### src/hdl/ssd_pkg.sv
`timescale 1ns / 1ps
// ----------------------------------------------------------------------------
// ssd_pkg
// Types and fixed widths shared by the stop deceleration selector.
// ----------------------------------------------------------------------------
package ssd_pkg;

	// widths sized for a window of up to 256 samples
	localparam int T_W    = 23;  // relative sample time, saturated
	localparam int ST_W   = 31;  // sum of t
	localparam int SV_W   = 24;  // sum of v
	localparam int TT_W   = 46;  // t*t
	localparam int TV_W   = 38;  // t*v
	localparam int STT_W  = 54;  // sum of t*t
	localparam int STV_W  = 46;  // sum of t*v
	localparam int DEN_W  = 64;
	localparam int NF_W   = 56;  // slope numerator
	localparam int NUM_W  = 89;  // root numerator
	localparam int REM_W  = 88;  // divider remainder
	localparam int D_W    = 64;  // divider divisor
	localparam int Q_W    = 20;  // quotient bits
	localparam int SQ_W   = 31;  // speed squared
	localparam int MUL_W  = 64;  // shared multiplier operand
	localparam int PROD_W = 128;

	localparam logic signed [31:0] REL_HI = 32'sd4194303;
	localparam logic signed [31:0] REL_LO = -32'sd4194303;
	localparam logic signed [31:0] HOLD_MS = 32'sd500;
	localparam logic [Q_W-1:0] STOP_SAT = '1;

	typedef enum logic [1:0] {
		CMD_INIT    = 2'd0,
		CMD_PUSH    = 2'd1,
		CMD_COMPUTE = 2'd2,
		CMD_NONE    = 2'd3
	} cmd_t;

	typedef enum logic [2:0] {
		DEC_FAR    = 3'd0,
		DEC_NEAR   = 3'd1,
		DEC_STRONG = 3'd2,
		DEC_RUN    = 3'd3,
		DEC_HOLD   = 3'd4,
		DEC_STOP   = 3'd5
	} decision_t;

	typedef enum logic [2:0] {
		REG_FAR_DIST  = 3'd0,
		REG_NEAR_DIST = 3'd1,
		REG_HARD      = 3'd2,
		REG_SOFT      = 3'd3,
		REG_GENTLE    = 3'd4,
		REG_FAST      = 3'd5,
		REG_MOVING    = 3'd6,
		REG_STOP_TIME = 3'd7
	} cfg_reg_t;

	typedef enum logic [2:0] {
		MOP_NSTT  = 3'd0,
		MOP_STST  = 3'd1,
		MOP_NSTV  = 3'd2,
		MOP_STSV  = 3'd3,
		MOP_STNF  = 3'd4,
		MOP_SVDEN = 3'd5,
		MOP_NNF   = 3'd6
	} mul_op_t;

	typedef enum logic [3:0] {
		ST_IDLE,
		ST_PUSH,
		ST_INIT,
		ST_LOOP,
		ST_DRAIN,
		ST_MUL_GO,
		ST_MUL_WAIT,
		ST_FIT_CHK,
		ST_NUM_CHK,
		ST_DIV_LOAD,
		ST_DIV_CHK,
		ST_DIV_STEP,
		ST_INIT_SET,
		ST_DECIDE
	} ctrl_state_t;

	typedef struct packed {
		logic    load;
		logic    push_wr;
		logic    init_start;
		logic    strong_min;
		logic    issue;
		logic    mul_start;
		mul_op_t mul_op;
		logic    mul_wb;
		logic    set_known;
		logic    div_load;
		logic    div_init;
		logic    div_chk;
		logic    div_step;
		logic    init_set;
		logic    decide;
	} ctrl_cmd_t;

	typedef struct packed {
		logic dist_pos;
		logic pipe_busy;
		logic mul_done;
		logic fit_ok;
		logic num_ok;
		logic div_sat;
	} dp_status_t;

endpackage

### src/hdl/ssd_ctrl.sv
`timescale 1ns / 1ps
// ----------------------------------------------------------------------------
// ssd_ctrl
// Controller: command decode, window addressing, multiply and divide
// sequencing, result handshake.
// ----------------------------------------------------------------------------
module ssd_ctrl #(
	parameter int HIST_DEPTH = 16
) (
	input  logic                                clk,
	input  logic                                arst_n,
	input  logic                                in_valid,
	output logic                                in_stall,
	input  logic [1:0]                          cmd,
	output logic                                out_valid,
	input  logic                                out_stall,
	output ssd_pkg::ctrl_cmd_t                  c,
	input  ssd_pkg::dp_status_t                 st,
	output logic [$clog2(HIST_DEPTH)-1:0]       wr_addr,
	output logic [$clog2(HIST_DEPTH)-1:0]       rd_addr,
	output logic [$clog2(HIST_DEPTH+1)-1:0]     n
);
	import ssd_pkg::*;

	localparam int AW = $clog2(HIST_DEPTH);
	localparam int CW = $clog2(HIST_DEPTH+1);

	ctrl_state_t   state_q, nxt;
	logic [AW-1:0] slot_q, idx_q;
	logic [CW-1:0] count_q;
	logic [4:0]    step_q;
	mul_op_t       mop_q;
	logic          init_q, out_valid_q;
	logic          last_idx;

	assign last_idx = CW'(idx_q) == count_q - CW'(1);

	always_comb begin
		nxt      = state_q;
		c        = '0;
		c.mul_op = mop_q;
		c.div_init = init_q;
		in_stall = 1'b1;
		unique case (state_q)
			ST_IDLE: begin
				in_stall = 1'b0;
				if (in_valid) begin
					c.load = 1'b1;
					unique case (cmd_t'(cmd))
						CMD_INIT:    nxt = ST_INIT;
						CMD_PUSH:    nxt = ST_PUSH;
						CMD_COMPUTE: nxt = (count_q == '0) ? ST_DECIDE : ST_LOOP;
						CMD_NONE:    nxt = ST_IDLE;
					endcase
				end
			end
			ST_PUSH: begin
				c.push_wr = 1'b1;
				nxt = ST_IDLE;
			end
			ST_INIT: begin
				c.init_start = 1'b1;
				if (!st.dist_pos) begin
					c.strong_min = 1'b1;
					nxt = ST_IDLE;
				end else begin
					nxt = ST_DIV_LOAD;
				end
			end
			ST_LOOP: begin
				c.issue = 1'b1;
				if (last_idx) begin
					nxt = ST_DRAIN;
				end
			end
			ST_DRAIN: begin
				if (!st.pipe_busy) begin
					nxt = ST_MUL_GO;
				end
			end
			ST_MUL_GO: begin
				c.mul_start = 1'b1;
				nxt = ST_MUL_WAIT;
			end
			ST_MUL_WAIT: begin
				if (st.mul_done) begin
					c.mul_wb = 1'b1;
					priority if (mop_q == MOP_STSV) begin
						nxt = ST_FIT_CHK;
					end else if (mop_q == MOP_NNF) begin
						nxt = ST_NUM_CHK;
					end else begin
						nxt = ST_MUL_GO;
					end
				end
			end
			ST_FIT_CHK: begin
				nxt = st.fit_ok ? ST_MUL_GO : ST_DECIDE;
			end
			ST_NUM_CHK: begin
				if (st.num_ok) begin
					c.set_known = 1'b1;
					nxt = ST_DIV_LOAD;
				end else begin
					nxt = ST_DECIDE;
				end
			end
			ST_DIV_LOAD: begin
				c.div_load = 1'b1;
				nxt = ST_DIV_CHK;
			end
			ST_DIV_CHK: begin
				c.div_chk = 1'b1;
				nxt = ST_DIV_STEP;
			end
			ST_DIV_STEP: begin
				if (st.div_sat) begin
					nxt = init_q ? ST_INIT_SET : ST_DECIDE;
				end else begin
					c.div_step = 1'b1;
					if (step_q == 5'(Q_W - 1)) begin
						nxt = init_q ? ST_INIT_SET : ST_DECIDE;
					end
				end
			end
			ST_INIT_SET: begin
				c.init_set = 1'b1;
				nxt = ST_IDLE;
			end
			ST_DECIDE: begin
				if (!out_valid_q || !out_stall) begin
					c.decide = 1'b1;
					nxt = ST_IDLE;
				end
			end
			default: nxt = ST_IDLE;
		endcase
	end

	always_ff @(posedge clk or negedge arst_n) begin
		if (!arst_n) begin
			state_q     <= ST_IDLE;
			slot_q      <= '0;
			count_q     <= '0;
			idx_q       <= '0;
			step_q      <= '0;
			mop_q       <= MOP_NSTT;
			init_q      <= 1'b0;
			out_valid_q <= 1'b0;
		end else begin
			state_q <= nxt;
			if (c.load) begin
				idx_q  <= '0;
				mop_q  <= MOP_NSTT;
				init_q <= cmd_t'(cmd) == CMD_INIT;
			end
			if (c.push_wr) begin
				slot_q <= (slot_q == AW'(HIST_DEPTH - 1)) ? '0 : slot_q + AW'(1);
				if (count_q != CW'(HIST_DEPTH)) begin
					count_q <= count_q + CW'(1);
				end
			end
			if (c.issue) begin
				idx_q <= idx_q + AW'(1);
			end
			if (c.mul_wb && mop_q != MOP_NNF) begin
				mop_q <= mul_op_t'(mop_q + 3'd1);
			end
			if (c.div_chk) begin
				step_q <= '0;
			end else if (c.div_step) begin
				step_q <= step_q + 5'd1;
			end
			if (c.decide) begin
				out_valid_q <= 1'b1;
			end else if (!out_stall) begin
				out_valid_q <= 1'b0;
			end
		end
	end

	assign out_valid = out_valid_q;
	assign wr_addr   = slot_q;
	assign rd_addr   = idx_q;
	assign n         = count_q;
endmodule

### config.mk
export PLATFORM = sky130hd
export DESIGN_NAME = ssd_ctrl
export DESIGN_NICKNAME = d
export VERILOG_FILES = /design/src/hdl/ssd_pkg.sv /design/src/hdl/ssd_ctrl.sv
export SDC_FILE = /design/constraint.sdc
export NUM_CORES = 1
export LEC_CHECK = 0
export BUFFER_PORTS_ARGS = -buffer_cell sky130_fd_sc_hd__buf_4
export CAP_MARGIN = 25
export CORE_MARGIN = 8
export CORE_UTILIZATION = 45
export CTS_CLUSTER_SIZE = 40
export DETAILED_ROUTE_END_ITERATION = 8
export GPL_TIMING_DRIVEN = 0
export PLACE_DENSITY = 0.78
export SETUP_SLACK_MARGIN = 0.3
export SLEW_MARGIN = 5
export SYNTH_ARGS = -nofsm -noshare
export SYNTH_HDL_FRONTEND = slang
export SYNTH_SLANG_ARGS = --single-unit
### constraint.sdc
create_clock -name clk -period 1.75 [get_ports clk]
set_input_delay 0.175 -clock clk [delete_from_list [all_inputs] [get_ports clk]]
set_output_delay 0.175 -clock clk [all_outputs]
set_load 0.01 [all_outputs]
==> run_results.csv <==
group,metric,value,unit
status,status,"finished, violations left",
status,violations,"negative setup slack",
finish,drive_above_1_share,54.0,%
synth,ys_warn_count,0,
sta,max_freq,522,MHz
synth,synth_top_area_share,36.6,%
finish,fin_util,72.1,%
finish,final_net_count,292,
sta,fin_ws,-165,ps
sta,grt_setup_unrepaired,"yes",
critical_path,cp_num_buf_inv,2,
sta,finalCriticalPeriod,1910,ps
critical_path,cp-end-kind,"flop",
global_route,grt_first_pass_wirelength,7.80,mm
routing,first_iter_violations,114,
placed_design,hpwl,3.12,mm
critical_path,criticalPathCategory,"flop to flop",
critical_path,worst-r2r-setup-slack,-160,ps
synth,ys_ff_latch,27,
routing,ant_nets,0,
floorplanning,die_x,80.1,um
global_route,antenna_found_initial,0,
clocking,cts_tree,"yes",
critical_path,crit_chain,"inv_2, ha_4, and4b_1, buf_6, a32oi_4, o211a_4, o211ai_4, mux2_4",
clocking,cts_inserted_buffers,3,
synth,synthCells,187,
critical_path,critPathTopFamily,"compound AO/OA/AOI/OAI gates",
placed_design,place.gp.congestion,0.860,
floorplanning,num_rows,23,
clocking,clk_latency,280,ps
finish,area_delta_synth_final,55.1,%
critical_path,startpoint_type,"flop",
clocking,numClockSinks,27,
flow_run,maxCapViolations,0,
sta,finClkSkew,1.67,ps
global_route,grt_max_degree,28,
critical_path,required,1920,ps
synth,yosysSeqAreaShare,36.6,%
synth,yosysUniqueCellTypes,49,
sta,final-setup-viol-count,4,
clocking,clkTransAtPathRegs,100,ps
sta,fin_crit_sh,109,%
finish,n_fill_cell,274,
critical_path,cp-endpoint,"state_q[0]$_DFFE_PN0P_",
sta,worst_hold_slack,153,ps
critical_path,worst_r2r_path_depth,8,
placed_design,placed_cell_area,2260,sq um
routing,dr_total_vias,1688,
floorplanning,core-area,3970,sq um
routing,avgRoutedWirePerCell,16.7,um
clocking,clockBufferDepth,2,
global_route,grt_pass1_vias,1604,
global_route,grt_use_total,15.0,%
routing,drc,0,
clocking,htree_levels,1,
finish,diodes,0,
critical_path,critPathSlowestCell,"dfrtp_1",
critical_path,critPathArrivalTime,2090,ps
synth,synth-edff-count,0,
finish,finalInstanceArea,2870,sq um
routing,wl,5.24,mm
hold_path,hold_class,"primary input to flop",
critical_path,path_max_fanout,3,
synth,ys.flop_type,"dfrtp_1",
critical_path,cp_num_cells,8,
floorplanning,die_area,6410,sq um
sta,hold_viol_final,0,
critical_path,crit_start,"state_q[2]$_DFFE_PN0P_",
clocking,root_buffer,"clkbuf_8",
placed_design,place_ws,-254,ps
synth,synth_area_per_cell,9.88,sq um
critical_path,r2r_end,"state_q[0]$_DFFE_PN0P_",
synth,synth_area_leaders,"dfrtp_1 (37%), ha_1 (11%), xnor2_1 (5.2%), nand2_1 (3.5%), o21ai_0 (3.3%)",
synth,syn-num-nets,215,
synth,postSynth.asyncResetShare,100,%
routing,drt-vias-per-instance,5.39,
critical_path,max_stage_delay,410,ps
routing,first_pass_iters,4,
power,p_leak,1.33,nW
global_route,overflow,0,
synth,synth.most_common_cell,"dfrtp_1",
synth,netlist_top_cells_count,"dfrtp_1 (27), nand2_1 (17), ha_1 (16)",
placed_design,port_buffers,43,
sta,worstMarginPinSlew,375,ps
sta,setup-tns-final,-499,ps
synth,synth_top_area_cell,"dfrtp_1",
floorplanning,io_pins,44,
sta,max_slew_margin,75.0,%
floorplanning,die_h,80.1,um
floorplanning,initial_utilization,46.5,%
sta,slew_viol_final,0,
critical_path,r2r_start,"state_q[2]$_DFFE_PN0P_",
power,power_density,1370,nW/um^2
power,ir_drop,0.000753,V
synth,syn_area,1850,sq um
## cell usage in the layout (no fill, tap or decap), drive strengths merged, types with 2 or more instances in the layout
cell type,n
xor2,5
o21ai,13
xnor2,11
nand3,8
mux2i,2
mux2,5
o211ai,2
dfrtp,27
nand3b,2
a41oi,2
buf,78
and2,7
nor2,8
a31oi,4
inv,15
nor3,2
a21o,2
a21oi,4
nor2b,3
clkbuf,4
and3,2
ha,16
nand4,5
nand2,17
## how the worst min path moves through the flow
| stage | endpoint | cells after the start | slack [ps] | start |
|---|---|---|---|---|
| 2_1_floorplan | init_q$_DFFE_PN0P_ | 0 | -120 | arst_n |
| 3_3_place_gp | step_q[2]$_DFFE_PN0P_ | 1 | 110 | arst_n |
| 3_5_place_dp | step_q[1]$_DFFE_PN0P_ | 1 | 110 | arst_n |
| 4_1_cts | out_valid$_DFFE_PN0P_ | 3 | 150 | out_stall |
| 5_1_grt | out_valid$_DFFE_PN0P_ | 3 | 160 | out_stall |
| 6_report | out_valid$_DFFE_PN0P_ | 3 | 150 | out_stall |
## layout make-up
cell class	count	area [sq um]	area share, %
buffer	8	76.3	2.66
clock buffer	3	41.3	1.44
clock inverter	1	5.00	0.175
inverter	15	71.3	2.49
multi-input combinational	137	1300	45.2
sequential	27	678	23.7
tap	50	62.6	2.18
timing repair buffer	72	634	22.1
## through the flow
| stage | power [mW] | cells |
|---|---|---|
| final | 3.93 | 313 |
| after global routing | 4.17 | 313 |
| after CTS | 3.44 | 301 |
| after detailed placement | 2.63 | 280 |
| after global placement | 2.58 | 280 |
| after floorplan | 2.09 | 187 |
## sequential cells by signal (all words and copies together), names as in the netlist
signal / cells
mop_q: 3
out_valid: 1
step_q: 5
state_q: 4
wr_addr: 4
n: 5
rd_addr: 4
init_q: 1
## per-layer routing
| metal | vias to the layer above | global-route usage [%] | part of all wire (%) |
|---|---|---|---|
| met5 | - | 0 | 0 |
| met3 | 7 | 2.34 | 6.4 |
| li1 | 803 | - | - |
| met1 | 809 | 19.2 | 43 |
| met2 | 69 | 24.7 | 49 |
| met4 | 0 | 5.45 | 1.2 |
## logic make-up (layout without fill, tap and decap cells)
family | Yosys count | after routing | synth area share, %
XOR/XNOR | 16 | 16 | 7.59
multiplexers | 7 | 7 | 4.74
adder cells (fa/ha/maj) | 16 | 16 | 10.8
buffers and inverters | 23 | 99 | 6.30
AO/OA/AOI/OAI | 37 | 37 | 15.4
AND/OR/NAND/NOR | 61 | 61 | 18.5
flip-flops | 27 | 27 | 36.6
## power by group
part	internal (mW)	switching, mW	leakage, nW
clock	0.160	0.217	0.0255
sequential	0.783	0.211	0.356
combinational	1.36	1.20	0.945
total	2.30	1.63	1.33
## worst register-to-register path: cells and delay by family (launching register included)
family,cells,cell delay (ps)
AO/OA/AOI/OAI,3,540
adder cells (fa/ha/maj),1,160
buffers and inverters,2,210
flip-flops,1,410
multiplexers,1,320
AND/OR/NAND/NOR,1,170
## timing repair
| item | 4_1_cts | 5_1_grt |
|---|---|---|
| gates resized for setup | 40 | 51 |
| endpoints found under the setup margin | 39 | 37 |
| cloned | 0 | 0 |
| buffers inserted | 16 | 12 |
| hold buffers | 1 | 0 |
| pin swaps | 5 | 22 |
| hold endpoints to repair | 27 | 0 |
Power figures use the tool's default switching activity.
